$ cat src/design/assert_macros.svh
// assertion macros shared by the lexer modules
`ifndef ASSERT_MACROS_SVH
`define ASSERT_MACROS_SVH

// property checked on every rising clock edge outside reset
`define CLX_ASSERT(lbl, prop, msg) \
  lbl: assert property (@(posedge clk) disable iff (rst) prop) else $error(msg);

// condition that must never hold outside reset
`define CLX_NEVER(lbl, expr, msg) \
  lbl: assert property (@(posedge clk) disable iff (rst) !(expr)) else $error(msg);

`endif

$ cat src/design/clx_pkg.sv
// package: token kinds, lexer modes, result records and classification helpers
package clx_pkg;

  localparam int OFFSET_BITS = 16;
  localparam int RES_MAX = 3;

  localparam logic [15:0] LEN_MAX = 16'hFFFF;

  localparam logic [4:0] K_ID     = 5'd0;
  localparam logic [4:0] K_NUM    = 5'd1;
  localparam logic [4:0] K_INT    = 5'd2;
  localparam logic [4:0] K_FLOAT  = 5'd3;
  localparam logic [4:0] K_IF     = 5'd4;
  localparam logic [4:0] K_ELSE   = 5'd5;
  localparam logic [4:0] K_RETURN = 5'd6;
  localparam logic [4:0] K_PLUS   = 5'd7;
  localparam logic [4:0] K_MINUS  = 5'd8;
  localparam logic [4:0] K_STAR   = 5'd9;
  localparam logic [4:0] K_SLASH  = 5'd10;
  localparam logic [4:0] K_ASSIGN = 5'd11;
  localparam logic [4:0] K_EQ     = 5'd12;
  localparam logic [4:0] K_LT     = 5'd13;
  localparam logic [4:0] K_LE     = 5'd14;
  localparam logic [4:0] K_GT     = 5'd15;
  localparam logic [4:0] K_LPAREN = 5'd16;
  localparam logic [4:0] K_RPAREN = 5'd17;
  localparam logic [4:0] K_LBRACE = 5'd18;
  localparam logic [4:0] K_RBRACE = 5'd19;
  localparam logic [4:0] K_SEMI   = 5'd20;
  localparam logic [4:0] K_END    = 5'd21;
  localparam logic [4:0] K_BAD    = 5'd22;

  localparam logic [7:0] CH_EQ = 8'h3D;
  localparam logic [7:0] CH_LT = 8'h3C;
  localparam logic [7:0] CH_GT = 8'h3E;
  localparam logic [7:0] CH_SEMI = 8'h3B;

  // keyword spellings, last byte lowest
  localparam logic [47:0] KW_INT    = 48'h0000_0069_6E74;
  localparam logic [47:0] KW_FLOAT  = 48'h0066_6C6F_6174;
  localparam logic [47:0] KW_IF     = 48'h0000_0000_6966;
  localparam logic [47:0] KW_ELSE   = 48'h0000_656C_7365;
  localparam logic [47:0] KW_RETURN = 48'h7265_7475_726E;

  typedef enum logic [2:0] {
    MODE_IDLE = 3'd0,
    MODE_NUM  = 3'd1,
    MODE_WORD = 3'd2,
    MODE_PEQ  = 3'd3,
    MODE_PLT  = 3'd4
  } mode_t;

  typedef struct packed {
    logic [4:0]  kind;
    logic [15:0] start_res;
    logic [15:0] length;
    logic [7:0]  bad_byte;
  } result_t;

  // all tokens caused by one source byte
  typedef struct packed {
    logic [1:0]          count;
    result_t [RES_MAX-1:0] slot;
  } bundle_t;

  function automatic logic is_digit(input logic [7:0] c);
    return (c >= 8'h30) && (c <= 8'h39);
  endfunction

  function automatic logic is_alpha(input logic [7:0] c);
    return ((c >= 8'h61) && (c <= 8'h7A)) || ((c >= 8'h41) && (c <= 8'h5A));
  endfunction

  function automatic logic is_space(input logic [7:0] c);
    return (c == 8'h20) || ((c >= 8'h09) && (c <= 8'h0D));
  endfunction

  function automatic logic [4:0] word_kind(input logic [15:0] len, input logic [47:0] chars);
    logic [4:0] k;
    k = K_ID;
    if (len == 16'd3 && chars == KW_INT) k = K_INT;
    if (len == 16'd5 && chars == KW_FLOAT) k = K_FLOAT;
    if (len == 16'd2 && chars == KW_IF) k = K_IF;
    if (len == 16'd4 && chars == KW_ELSE) k = K_ELSE;
    if (len == 16'd6 && chars == KW_RETURN) k = K_RETURN;
    return k;
  endfunction

  function automatic logic [4:0] single_kind(input logic [7:0] c);
    logic [4:0] k;
    unique case (c)
      8'h2B:   k = K_PLUS;
      8'h2D:   k = K_MINUS;
      8'h2A:   k = K_STAR;
      8'h2F:   k = K_SLASH;
      CH_GT:   k = K_GT;
      8'h28:   k = K_LPAREN;
      8'h29:   k = K_RPAREN;
      8'h7B:   k = K_LBRACE;
      8'h7D:   k = K_RBRACE;
      CH_SEMI: k = K_SEMI;
      default: k = K_BAD;
    endcase
    return k;
  endfunction

  function automatic result_t make_res(input logic [4:0] kind,
                                       input logic [OFFSET_BITS-1:0] start,
                                       input logic [15:0] len,
                                       input logic [7:0] bad);
    result_t r;
    r.kind = kind;
    r.start_res = 16'(start);
    r.length = len;
    r.bad_byte = bad;
    return r;
  endfunction

endpackage

$ cat src/design/clx_ifs.sv
// request channel interfaces: source bytes in, tokens out
interface clx_byte_if import clx_pkg::*; ();
  logic       valid;
  logic       ready;
  logic [7:0] ch;
  logic       final_byte;

  modport source(output valid, ch, final_byte, input ready);
  modport sink(input valid, ch, final_byte, output ready);
endinterface

interface clx_tok_if import clx_pkg::*; ();
  logic        valid;
  logic        ready;
  logic [4:0]  kind;
  logic [15:0] start_res;
  logic [15:0] length;
  logic [7:0]  bad_byte;
  logic        run_end;

  modport source(output valid, kind, start_res, length, bad_byte, run_end, input ready);
  modport sink(input valid, kind, start_res, length, bad_byte, run_end, output ready);
endinterface

$ cat src/design/clx_front.sv
// front end: accepts bytes, tracks the open token and builds token bundles
module clx_front import clx_pkg::*; (
  input  logic           clk,
  input  logic           rst,
  clx_byte_if.sink       bytes,
  input  logic           q_full,
  output logic           push,
  output bundle_t        bundle
);

  mode_t                  mode, mode_next;
  logic [OFFSET_BITS-1:0] offset, offset_next;
  logic [OFFSET_BITS-1:0] token_start, token_start_next;
  logic [15:0]            token_len, token_len_next;
  logic [47:0]            keyword_chars, keyword_chars_next;
  logic                   accept;

  assign bytes.ready = !q_full;
  assign accept = bytes.valid && bytes.ready;

  always_comb begin
    logic [7:0]             c;
    logic                   used;
    logic [1:0]             n;
    logic [OFFSET_BITS-1:0] pos;
    mode_t                  m1;
    logic [OFFSET_BITS-1:0] s1;
    logic [15:0]            l1;
    logic [47:0]            k1;
    c = bytes.ch;
    pos = offset;
    used = 1'b0;
    n = 2'd0;
    bundle.slot = '0;
    m1 = mode;
    s1 = token_start;
    l1 = token_len;
    k1 = keyword_chars;

    // close or extend the token left open by earlier bytes
    unique case (mode)
      MODE_PEQ, MODE_PLT: begin
        if (c == CH_EQ) begin
          bundle.slot[n] = make_res((mode == MODE_PEQ) ? K_EQ : K_LE, token_start, 16'd2, 8'd0);
          used = 1'b1;
        end else begin
          bundle.slot[n] = make_res((mode == MODE_PEQ) ? K_ASSIGN : K_LT, token_start, 16'd1,
                                    8'd0);
        end
        n = n + 2'd1;
        m1 = MODE_IDLE;
      end
      MODE_NUM, MODE_WORD: begin
        if (is_digit(c) || (mode == MODE_WORD && is_alpha(c))) begin
          l1 = (token_len == LEN_MAX) ? token_len : token_len + 16'd1;
          k1 = {keyword_chars[39:0], c};
          used = 1'b1;
        end else begin
          bundle.slot[n] = make_res((mode == MODE_NUM) ? K_NUM
                                    : word_kind(token_len, keyword_chars),
                                    token_start, token_len, 8'd0);
          n = n + 2'd1;
          m1 = MODE_IDLE;
        end
      end
      default: m1 = MODE_IDLE;
    endcase

    if (!used) begin
      priority if (is_space(c)) begin
        m1 = m1;
      end else if (is_digit(c) || is_alpha(c) || c == CH_EQ || c == CH_LT) begin
        priority if (is_digit(c)) m1 = MODE_NUM;
        else if (is_alpha(c)) m1 = MODE_WORD;
        else if (c == CH_EQ) m1 = MODE_PEQ;
        else m1 = MODE_PLT;
        s1 = pos;
        l1 = 16'd1;
        k1 = {40'd0, c};
      end else begin
        bundle.slot[n] = make_res(single_kind(c), pos, 16'd1,
                                  (single_kind(c) == K_BAD) ? c : 8'd0);
        n = n + 2'd1;
      end
    end

    offset_next = pos + 1'b1;
    mode_next = m1;
    token_start_next = s1;
    token_len_next = l1;
    keyword_chars_next = k1;

    // last byte: flush whatever is open, then the end marker, then back to reset
    if (bytes.final_byte) begin
      unique case (m1)
        MODE_NUM:  begin bundle.slot[n] = make_res(K_NUM, s1, l1, 8'd0); n = n + 2'd1; end
        MODE_WORD: begin
          bundle.slot[n] = make_res(word_kind(l1, k1), s1, l1, 8'd0);
          n = n + 2'd1;
        end
        MODE_PEQ:  begin bundle.slot[n] = make_res(K_ASSIGN, s1, 16'd1, 8'd0); n = n + 2'd1; end
        MODE_PLT:  begin bundle.slot[n] = make_res(K_LT, s1, 16'd1, 8'd0); n = n + 2'd1; end
        default:   n = n;
      endcase
      bundle.slot[n] = make_res(K_END, offset_next, 16'd0, 8'd0);
      n = n + 2'd1;
      offset_next = '0;
      mode_next = MODE_IDLE;
      token_start_next = '0;
      token_len_next = '0;
      keyword_chars_next = '0;
    end
    bundle.count = n;
  end

  assign push = accept && (bundle.count != 2'd0);

  always_ff @(posedge clk) begin
    if (rst) begin
      mode <= MODE_IDLE;
      offset <= '0;
      token_start <= '0;
      token_len <= '0;
      keyword_chars <= '0;
    end else if (accept) begin
      mode <= mode_next;
      offset <= offset_next;
      token_start <= token_start_next;
      token_len <= token_len_next;
      keyword_chars <= keyword_chars_next;
    end
  end

endmodule

$ cat src/design/clx_queue.sv
// two-entry bundle queue between front and back
`include "assert_macros.svh"
module clx_queue import clx_pkg::*; (
  input  logic    clk,
  input  logic    rst,
  input  logic    push,
  input  bundle_t push_data,
  input  logic    pop,
  output logic    full,
  output logic    empty,
  output bundle_t head
);

  bundle_t    mem [2];
  logic       wr_ptr, rd_ptr;
  logic [1:0] cnt, cnt_next;

  assign full = (cnt == 2'd2);
  assign empty = (cnt == 2'd0);
  assign head = mem[rd_ptr];

  always_comb begin
    cnt_next = cnt;
    if (push && !pop) cnt_next = cnt + 2'd1;
    if (pop && !push) cnt_next = cnt - 2'd1;
  end

  always_ff @(posedge clk) begin
    if (push) mem[wr_ptr] <= push_data;
  end

  always_ff @(posedge clk) begin
    if (rst) begin
      wr_ptr <= 1'b0;
      rd_ptr <= 1'b0;
      cnt <= 2'd0;
    end else begin
      if (push) wr_ptr <= !wr_ptr;
      if (pop) rd_ptr <= !rd_ptr;
      cnt <= cnt_next;
    end
  end

  `CLX_NEVER(a_push_full, push && full, "bundle pushed into full queue")
  `CLX_NEVER(a_pop_empty, pop && empty, "bundle popped from empty queue")

endmodule

$ cat src/design/clx_back.sv
// back end: walks each bundle and drives one token per request
`include "assert_macros.svh"
module clx_back import clx_pkg::*; (
  input  logic      clk,
  input  logic      rst,
  input  logic      empty,
  input  bundle_t   head,
  output logic      pop,
  clx_tok_if.source tokens
);

  logic [1:0] sel, sel_next;
  logic       last;
  result_t    cur;

  assign cur = head.slot[sel];
  assign last = (sel == head.count - 2'd1);

  assign tokens.valid = !empty;
  assign tokens.kind = cur.kind;
  assign tokens.start_res = cur.start_res;
  assign tokens.length = cur.length;
  assign tokens.bad_byte = cur.bad_byte;
  assign tokens.run_end = last;

  assign pop = tokens.valid && tokens.ready && last;

  always_comb begin
    sel_next = sel;
    if (tokens.valid && tokens.ready) sel_next = last ? 2'd0 : sel + 2'd1;
  end

  always_ff @(posedge clk) begin
    if (rst) sel <= 2'd0;
    else sel <= sel_next;
  end

  `CLX_ASSERT(a_sel_range, (!empty) |-> (sel < head.count), "token index past bundle end")
  `CLX_ASSERT(a_sel_wrap, pop |=> (sel == 2'd0), "token index not rewound after bundle")

endmodule

$ cat src/design/c_subset_lexer_unit.sv
// top level: streaming lexer, front end, bundle queue and token back end
// tokens of an accepted byte are written to the bundle queue and output from its head
// throughput: one byte per cycle while each byte yields at most one token and
//   the token output is ready; a byte's tokens (up to 3) leave one per handshake
// the two-entry bundle queue lets input run on while output is stalled
// reset (synchronous, rst high) returns the lexer to idle at offset 0
module c_subset_lexer_unit import clx_pkg::*; (
  input  logic      clk,
  input  logic      rst,
  clx_byte_if.sink  bytes,
  clx_tok_if.source tokens
);

  logic    q_full, q_empty, push, pop;
  bundle_t push_data, head;

  clx_front u_front (
    .clk    (clk),
    .rst    (rst),
    .bytes  (bytes),
    .q_full (q_full),
    .push   (push),
    .bundle (push_data)
  );

  clx_queue u_queue (
    .clk       (clk),
    .rst       (rst),
    .push      (push),
    .push_data (push_data),
    .pop       (pop),
    .full      (q_full),
    .empty     (q_empty),
    .head      (head)
  );

  clx_back u_back (
    .clk    (clk),
    .rst    (rst),
    .empty  (q_empty),
    .head   (head),
    .pop    (pop),
    .tokens (tokens)
  );

endmodule
$ cat src/flat_wrapper.sv
// flat-port wrapper written by rule: the top's interface ports become plain ports
module c_subset_lexer_unit_flat import clx_pkg::*;
  (clk, rst, bytes_valid, bytes_ch, bytes_final_byte, bytes_ready, tokens_valid, tokens_kind, tokens_start_res, tokens_length, tokens_bad_byte, tokens_run_end, tokens_ready);
  clx_byte_if bytes_i ();
  clx_tok_if tokens_i ();
  input  logic clk;
  input  logic rst;
  input wire logic [$bits(bytes_i.valid)-1:0] bytes_valid;
  input wire logic [$bits(bytes_i.ch)-1:0] bytes_ch;
  input wire logic [$bits(bytes_i.final_byte)-1:0] bytes_final_byte;
  output wire logic [$bits(bytes_i.ready)-1:0] bytes_ready;
  output wire logic [$bits(tokens_i.valid)-1:0] tokens_valid;
  output wire logic [$bits(tokens_i.kind)-1:0] tokens_kind;
  output wire logic [$bits(tokens_i.start_res)-1:0] tokens_start_res;
  output wire logic [$bits(tokens_i.length)-1:0] tokens_length;
  output wire logic [$bits(tokens_i.bad_byte)-1:0] tokens_bad_byte;
  output wire logic [$bits(tokens_i.run_end)-1:0] tokens_run_end;
  input wire logic [$bits(tokens_i.ready)-1:0] tokens_ready;
  assign bytes_i.valid = bytes_valid;
  assign bytes_i.ch = bytes_ch;
  assign bytes_i.final_byte = bytes_final_byte;
  assign bytes_ready = bytes_i.ready;
  assign tokens_valid = tokens_i.valid;
  assign tokens_kind = tokens_i.kind;
  assign tokens_start_res = tokens_i.start_res;
  assign tokens_length = tokens_i.length;
  assign tokens_bad_byte = tokens_i.bad_byte;
  assign tokens_run_end = tokens_i.run_end;
  assign tokens_i.ready = tokens_ready;
  c_subset_lexer_unit u_core (.clk(clk), .rst(rst), .bytes(bytes_i), .tokens(tokens_i));
endmodule
$ cat config.mk
export PLATFORM = sky130hd
export DESIGN_NAME = c_subset_lexer_unit_flat
export DESIGN_NICKNAME = d
export VERILOG_FILES = /design/src/design/clx_pkg.sv /design/src/design/clx_ifs.sv /design/src/design/clx_front.sv /design/src/design/clx_queue.sv /design/src/design/clx_back.sv /design/src/design/c_subset_lexer_unit.sv /design/src/flat_wrapper.sv
export VERILOG_INCLUDE_DIRS = /design/src /design/src/design
export SDC_FILE = /design/constraint.sdc
export NUM_CORES = 1
export LEC_CHECK = 0
export ABC_AREA = 1
export BUFFER_PORTS_ARGS = -buffer_cell sky130_fd_sc_hd__buf_2
export CORE_MARGIN = 5
export CORE_UTILIZATION = 65
export CTS_BUF_LIST = sky130_fd_sc_hd__clkbuf_4 sky130_fd_sc_hd__clkbuf_8
export DETAILED_ROUTE_END_ITERATION = 6
export MAX_ROUTING_LAYER = met4
export PLACE_DENSITY_LB_ADDON = 0.25
export SLEW_MARGIN = 25
export SYNTH_ARGS = -nofsm -noshare
export SYNTH_HDL_FRONTEND = slang
export SYNTH_HIERARCHICAL = 1
export SYNTH_SLANG_ARGS = --single-unit
$ cat constraint.sdc
create_clock -name clk -period 14.2 [get_ports clk]
set_input_delay 1.42 -clock clk [delete_from_list [all_inputs] [get_ports clk]]
set_output_delay 1.42 -clock clk [all_outputs]
set_load 0.05 [all_outputs]
-- After elaboration in Yosys (flattened, before gate mapping)
Memory sizes are Yosys's and may differ from the RTL's. A register that Yosys moved wholly into a read port is not among the register bits.
Index checks and enable logic that the tools add are counted.
- $add $sub $neg: 9
- magnitude comparators: 15
- eq/ne operators: 45
- muxes and demuxes: 88
- reductions and logical operators: 42
- operators with widths (operator ; number):
    bitwise mux 135 bit ; 6
    2-to-1 mux 135 bit ; 5
    case mux 135 bit (4 select lines) ; 1
    2-to-1 mux 48 bit ; 6
    demux 45 bit (select 2 bit) ; 3
    2-to-1 mux 45 bit ; 5
    2-to-1 mux 16 bit ; 12
    equality test 16 x 3 -> 1 bit, second input constant ; 6
    equality test 48 x 15 -> 1 bit, second input constant ; 2
    equality test 48 x 23 -> 1 bit, second input constant ; 2
    equality test 48 x 31 -> 1 bit, second input constant ; 2
    equality test 48 x 39 -> 1 bit, second input constant ; 2
    equality test 48 x 47 -> 1 bit, second input constant ; 2
    binary-select mux 45 bit (select 2 bit) ; 1
    case mux 45 bit (2 select lines) ; 1
    equality test 8 x 6 -> 1 bit, second input constant ; 11
    2-to-1 mux 5 bit ; 14
    equality test 16 x 2 -> 1 bit, second input constant ; 4
    case mux 5 bit (10 select lines) ; 1
    2-to-1 mux 43 bit ; 1
    adder 16 x 1 -> 16 bit, second input constant ; 2
    2-to-1 mux 3 bit ; 10
    logical AND 1 bit ; 24
    2-to-1 mux 2 bit ; 12
    27 further kinds ; 64
- bits in registers: 105
- bits in writable memories: 274
- input bits: 13
- output and inout port bits: 48
- memories: 1
- memory list (memory ; words ; bits a word ; rd ports ; clocked after memory_dff ; write ports ; line ; RTL):
    u_core.u_queue.mem ; 2 ; 137 ; 1 ; 1 ; 1 ; clx_queue.sv:14 ; bundle_t mem [2];

-- Depth between registers and ports, before layout
Gate-level depths: netlist of run 1.
- depth in word-level cells: 24
- mapped depth: 28

-- Modules after synthesis
The synthesis of run 1 kept the hierarchy.
- by module, submodules not included (module ; times used ; cells each ; area each (um^2) ; seq. area each (um^2)):
    clx_queue ; 1 ; 459 ; 10189.8 ; 8328.0
    clx_front ; 1 ; 1883 ; 10123.5 ; 1981.9
    clx_back ; 1 ; 232 ; 1208.7 ; 40.0

-- Worst setup path after synthesis of run 1
OpenSTA, ideal clock, no wires.
- kind: input to register
- from: input bytes_ch[0]
- to: memory u_core/u_queue/mem[0][0] (netlist name), enable pin
- library setup time: 638 ps
- data arrival time: 9854 ps
- data required time: 13562 ps
- path slack: 3708 ps
- cell stages on the path: 23
- buffers on the path: 1
- cell sequence: buf_6 -> nand2_2 -> nand2_1 -> nand2_1 -> nand2_1 -> nor2_4 -> nand2_4 -> nand2_4 -> nor2_2 -> inv_2 -> nand2_2 -> ha_1 -> nand2_1 -> o21ai_1 -> ha_1 -> a21oi_1 -> inv_1 -> ha_1 -> o21ai_0 -> o21ai_0 -> inv_1 -> inv_1 -> nor2_1
- RTL lines (element ; line ; RTL):
    start, declared ; flat_wrapper.sv:9 ; input wire logic [$bits(bytes_i.ch)-1:0] bytes_ch;
    end, declared ; clx_queue.sv:14 ;

==> impl_metrics.yaml, run 1 <==
timing:
  rsz0062_at_grt: "no"
  drv_slew: 0
  layout_setup_ws_ps: 7490
  fin_crit_ps: 6710
  fin_skew_ps: 26.5
  setup-tns-final_ps: 0
  relSlewSlack_pct: 26.9
  period_share_pct: 47.3
  fmax_mhz: 149
  setup_viol: 0
  hold_violations: 0
  worst_pin_slew_ps: 1100
grt:
  grt_overflow: 0
  grt_pass1_vias: 18022
  antenna_found_initial: 1
  grt_first_pass_wirelength_um: 99200
  grt_max_degree: 99
  grt_usage_pct: 35.2
clocking:
  ctsHoldBuffers: 0
  cts_max_level: 2
  cts_tree: "yes"
  clk_latency_ps: 660
  cts_buffers: 61
  clock_path_buffers: 3
  post_cts_buffers: 0
  cts-root-buf: "clkbuf_8"
  clock_sinks: 380
  post_cts_resized: 0
  clk_pin_slew_ps: 60
final_layout:
  multi_input_area_sq_um: 9430
  final_common_cell: "nand2_1"
  stdcell_area_sq_um: 23100
  final_cell_mix: "nand2_1, nor2_1, edfxtp_1"
  fillerInstances: 2540
  nets: 2609
  drive_gt1_share_pct: 14.7
  seq_area_sq_um: 10400
  area_delta_synth_final_pct: 7.28
power_and_ir_drop:
  p_per_area_nw_per_um2: 123
  ir_worst_vdd_mv: 0.118
  p_leak_uw: 0.00854
worst_setup_path:
  path_buf_inv: 7
  worst_path_largest_cell_delay_ps: 710
  end_kind: "flip-flop"
  critPathLaunchType: "primary input"
  cp_cell_sequence: "buf_2, nor2_2, nand2_1, nand2_1, nand2_1, nand2_1, nand2_2, nand2_4, nor2_2, inv_2, nand2_2, inv_2, o21ai_1, ha_1, a21oi_1, inv_1, ha_1, o21ai_0, o21ai_0, inv_1, nand2_1, inv_6, buf_4"
  cp_common_cell: "nand2_1"
  path_delay_family: "buffers and inverters"
  crit_type: "primary input to flip-flop"
  cp_max_fo: 85
  cp.required_ps: 14470
  cp.arrival_ps: 6980
  crit_slowest_cell: "buf_4"
die:
  die_x_um: 192
  fp-row-count: 66
  die_h_um: 192
  core_area_sq_um: 32600
  die_area_sq_um: 36900
  start_util_pct: 66.0
  pin_count: 61
detailed_routing:
  drtAntennaViolNets: 0
  dr.pass1.iters: 7
  wl_per_cell_um: 20.6
  num_vias: 18945
  first_iter_violations: 2336
  drcViolationCount: 19
  vias_per_cell: 6.16
  wirelength_um: 63400
status:
  failed_checks: "design-rule violations"
  status: "finished, violations left"
synth:
  ys_ff_latch: 380
  syn_inst: 2574
  syn_area_per_cell_sq_um: 8.36
  synth_cell_types: 56
  syn_area_sq_um: 21500
  ys.flop_type: "edfxtp_1"
  yosysSeqAreaShare_pct: 48.1
  synth_warnings: 6
  yosysTopAreaCell: "edfxtp_1"
  netlist_top_cells_area: "edfxtp_1, dfxtp_1, nand2_1"
  synth_edf_count: 274
  synth_fa_ha_area_share_pct: 0.756
  async_reset_ff_share_pct: 0
  synth-xor-area-share_pct: 0.285
  yosys.area_share.simple_pct: 25.0
  synthMuxAreaShare_pct: 7.17
  synth_top_family_by_area: "simple AND/OR/NAND/NOR gates"
  synth-compound-area-share_pct: 10.3
  yosys.area.top_type_share_pct: 38.2
flow_run:
  cap_violations: 0
place:
  io_buffers: 60
  place_area_sq_um: 21800
  place_ws_ps: 6760
  dpl.hpwl_um: 43000
  globalplace.congestion: 1.03
hold_path:
  hp-class: "flip-flop to flip-flop"
## synth_stat cells (17+ instances only)
library cell and instances:
a21oi_1 130, buf_2 23, buf_4 21, clkbuf_1 61, dfxtp_1 106, edfxtp_1 274
inv_1 239, mux2_2 137, nand2_1 562, nand3_1 226, nand4_1 61, nor2_1 291
nor3_1 30, o211ai_1 17, o21ai_0 127, o21ai_1 68, o22ai_1 27
## stage by stage
| stage | hold slack (ps) | utilization [%] | total power (uW) | instances |
|---|---|---|---|---|
| 2_1_floorplan | 445 | - | 1750 | 2581 |
| 3_3_place_gp | 452 | 66.5 | 1860 | 2959 |
| 3_5_place_dp | 455 | 66.7 | 1880 | 2961 |
| 4_1_cts | 464 | 70.7 | 2850 | 3075 |
| 5_1_grt | 479 | 70.8 | 2960 | 3077 |
| 6_report | 464 | 70.8 | 2850 | 3077 |
## worst paths after layout
kind | start | to | cells after the start | slack (ps)
max | bytes_ch[1] | u_core/u_queue/mem[1][111] | 23 | 7490
min | u_core/u_front/keyword_chars[47] | u_core/u_front/keyword_chars[47] | 2 | 460
max reg2reg | u_core/u_front/mode[0] | u_core/u_queue/mem[1][111] | 20 | 8180
min reg2reg | u_core/u_front/keyword_chars[47] | u_core/u_front/keyword_chars[47] | 2 | 460
## layout make-up
class                   instances  area share (%)
repair buffers                 76            2.11
well taps                     442            2.40
inverters                     255            4.19
flip-flops and latches        380            44.9
clock inverters                21           0.694
clock buffers                  93            4.89
multi-input cells            1809            40.9
diodes                          1          0.0108
## logic make-up after synthesis
| group | after synthesis |
|---|---|
| simple gates | 1236 |
| compound gates | 408 |
| buf+inv | 392 |
| flops | 380 |
| mux | 137 |
| fa+ha+maj | 13 |
| xor+xnor | 7 |
| other cells | 1 |
## state kept, by name, indices dropped and copies added, names as in the netlist, named ones only
signal	count
u_core/u_front/keyword_chars	48
u_core/u_queue/wr_ptr	1
u_core/u_front/mode	3
u_core/u_queue/cnt	2
u_core/u_queue/mem	274
u_core/u_front/token_len	16
u_core/u_back/sel	2
u_core/u_queue/rd_ptr	1
u_core/u_front/token_start	16
u_core/u_front/offset	16
## report_power, final
group / switching [uW] / leakage [uW] / internal, uW
sequential: 24.4 / 0.00351 / 1280
clock: 436 / 0.000683 / 544
combinational: 427 / 0.00435 / 137
## per-layer routing
layer  global-route usage [%]  wire length [um]  up-vias
li1                         -                 -     8792
met5                        -                 0        -
met3                     8.27              6580      144
met1                     46.3             25500     8932
met4                     10.0              1640        0
met2                     55.3             29700     1077
## worst register-to-register path, cell delays in order (launching register included)
cell and delay [ps]:
dfxtp_1 330, inv_1 120, nand3_1 210, inv_1 160, nand2_4 70, nand2_4 530
nor2_2 110, inv_2 260, nand2_2 210, inv_2 380, o21ai_1 220, ha_1 320
a21oi_1 210, inv_1 100, ha_1 290, o21ai_0 300, o21ai_0 160, inv_1 120
nand2_1 130, inv_6 620, buf_4 740
(Power assumes the default switching activity.)
==> run 2: changes to the inputs <==
--- a/config.mk
+++ b/config.mk
@@ -6,7 +6,7 @@
 export SDC_FILE = /design/constraint.sdc
 export NUM_CORES = 1
 export LEC_CHECK = 0
-export ABC_AREA = 1
+export ABC_AREA = 0
 export BUFFER_PORTS_ARGS = -buffer_cell sky130_fd_sc_hd__buf_2
 export CORE_MARGIN = 5
 export CORE_UTILIZATION = 65
==> constraint.sdc (replaced) <==
create_clock -name clk -period 6.8 [get_ports clk]
set_input_delay 0.68 -clock clk [delete_from_list [all_inputs] [get_ports clk]]
set_output_delay 0.68 -clock clk [all_outputs]
set_load 0.05 [all_outputs]
==> impl_metrics.yaml, run 2 <==
status:
  status: "finished, final reports clean"
clocking:
  ctsHoldBuffers: 0
  clock_sinks: 380
  clk_pin_slew_ps: 60
  clk_latency_ps: 630
  post_cts_resized: 0
  cts_tree: "yes"
  cts_buffers: 61
  post_cts_buffers: 0
  clock_path_buffers: 3
  cts_max_level: 2
  cts-root-buf: "clkbuf_8"
power_and_ir_drop:
  p_per_area_nw_per_um2: 283
  fin_total_pwr_uw: 6150
  p_leak_uw: 0.00725
  ir_worst_vdd_mv: 0.226
grt:
  antenna_found_initial: 0
  grt_max_degree: 73
  grt_usage_pct: 33.6
  grt_pass1_vias: 15606
  grt_first_pass_wirelength_um: 88300
  grt_overflow: 0
worst_setup_path:
  cp.arrival_ps: 6330
  r2r_slack_ps: 860
  cp.required_ps: 7170
  critPathLaunchType: "primary input"
  crit_type: "primary input to flip-flop"
  end_kind: "flip-flop"
  cp_max_fo: 20
hold_path:
  hp-class: "flip-flop to flip-flop"
synth:
  ys_ff_latch: 380
  synth_warnings: 6
  synth_cell_types: 94
  synth-compound-area-share_pct: 13.7
  netlist_top_cells_area: "edfxtp_1, dfxtp_1, mux2_2"
  synth-xor-area-share_pct: 1.61
  ys_top_cells_by_count: "edfxtp_1, nor2_1, nand2_1, mux2_2, o21ai_0"
  syn_area_sq_um: 20100
  yosysSeqAreaShare_pct: 51.5
  synth_fa_ha_area_share_pct: 0.809
  syn_area_per_cell_sq_um: 10.4
  async_reset_ff_share_pct: 0
  ys.flop_type: "edfxtp_1"
  synth_most_common_cell: "edfxtp_1"
  synthMuxAreaShare_pct: 11.1
  syn_inst: 1936
  yosysTopAreaCell: "edfxtp_1"
  yosys.area.top_type_share_pct: 40.9
  synth_edf_count: 274
  yosys.area_share.simple_pct: 16.8
  synth_top_family_by_area: "simple AND/OR/NAND/NOR gates"
die:
  pin_count: 61
  die_x_um: 186
  die_area_sq_um: 34600
  core_area_sq_um: 30600
  die_h_um: 186
  start_util_pct: 65.8
  fp-row-count: 64
final_layout:
  instances_no_fill: 2373
  diodes: 0
  drive_gt1_share_pct: 19.1
  area_delta_synth_final_pct: 8.27
  reg_top3: "u_core/u_queue/mem: 274 flops, u_core/u_front/keyword_chars: 48 flops"
  final_common_cell: "edfxtp_1"
  regMostFlops: "u_core/u_queue/mem"
  fin_util_pct: 71.2
  nets: 1953
  largest_reg_flops: 274
  final_cell_mix: "edfxtp_1, nor2_1, nand2_1"
  fillerInstances: 2202
detailed_routing:
  vias_per_cell: 6.76
  drcViolationCount: 0
  num_vias: 16033
  wirelength_um: 57400
  drtAntennaViolNets: 0
  first_iter_violations: 2108
  wl_per_cell_um: 24.2
  dr.pass1.iters: 6
timing:
  rsz0062_at_grt: "no"
  fin_skew_ps: 30.7
  setup_viol: 0
  layout_setup_ws_ps: 838
  fin_crit_ps: 5960
  setup-tns-final_ps: 0
  period_share_pct: 87.7
  fmax_mhz: 168
  hold_violations: 0
  drv_slew: 0
  worst_pin_slew_ps: 1080
  relSlewSlack_pct: 27.7
place:
  dp.cells: 2260
  dpl.hpwl_um: 37900
  io_buffers: 60
  globalplace.congestion: 0.986
  place_ws_ps: 482
flow_run:
  cap_violations: 0
-- run 2: changes by cell type in the layout (fill, tap and decap cells not counted), moves of 26 or more --
cell | previous run | this run
nand2_1 | 560 | 145
o21ai_1 | 68 | 4
mux2i_1 | 0 | 66
and3_1 | 1 | 29
xnor2_1 | 1 | 27
inv_1 | 238 | 24
nand4_1 | 61 | 21
a22oi_1 | 16 | 76
a21oi_1 | 130 | 73
nand3_1 | 226 | 49
-- run 2: path summary, 6_finish.rpt --
path,to,start,depth (start not counted)
worst min register to register,u_core/u_front/keyword_chars[43],u_core/u_front/keyword_chars[43],2
worst max-delay path,u_core/u_queue/mem[1][33],bytes_ch[4],17
worst max register to register,u_core/u_queue/mem[1][33],u_core/u_front/mode[1],15
worst min-delay path,u_core/u_front/keyword_chars[43],u_core/u_front/keyword_chars[43],2
-- run 2: logic make-up (layout without fill, tap and decap cells) --
group,count (synthesis),count (layout)
compound gates,420,420
xor+xnor,37,37
fa+ha+maj,13,13
buf+inv,190,224
flops,380,380
mux,206,206
other cells,1,8
simple gates,689,689
-- run 2: critical path, stage by stage --
cell	delay (ps)
buf_2	310
nor4bb_1	630
nand2_1	210
o211a_1	210
nor3_1	610
inv_1	240
ha_1	340
mux2i_1	420
inv_1	100
ha_1	290
a21o_1	200
ha_1	350
nand2_1	140
nand2_1	280
nor2_1	920
o21ai_0	220
o311ai_0	180
-- run 2: per-layer routing --
layer	vias up	GRT usage [%]	wire, um
met5	-	-	0
met4	0	13.1	1940
met3	170	4.16	4950
met2	927	52.4	27300
met1	7768	45.5	23200
li1	7168	-	-
-- run 2: power by group --
| part | switching, uW | leakage [uW] | total, uW | internal, uW |
|---|---|---|---|---|
| sequential | 87.4 | 0.00347 | 2810 | 2720 |
| combinational | 872 | 0.00307 | 1240 | 371 |
| clock | 879 | 0.000711 | 2100 | 1230 |
| total | 1840 | 0.00725 | 6150 | 4320 |
-- run 2: metrics by stage --
step                cell area [sq um]  hold WS [ps]
CTS                             21800           455
floorplan                       20100           451
global placement                20400           479
global route                    21800           489
detailed placement              20400           495
finish                          21800           500
-- run 2: cell type report --
class	count	area, sq um	share of cell area [%]
Sequential cell	380	10400	47.6
Multi-Input combinational cell	1373	8930	41.0
Clock buffer	101	1160	5.32
Timing Repair Buffer	86	561	2.57
Tap cell	396	495	2.28
Clock inverter	12	174	0.799
Inverter	25	93.8	0.431
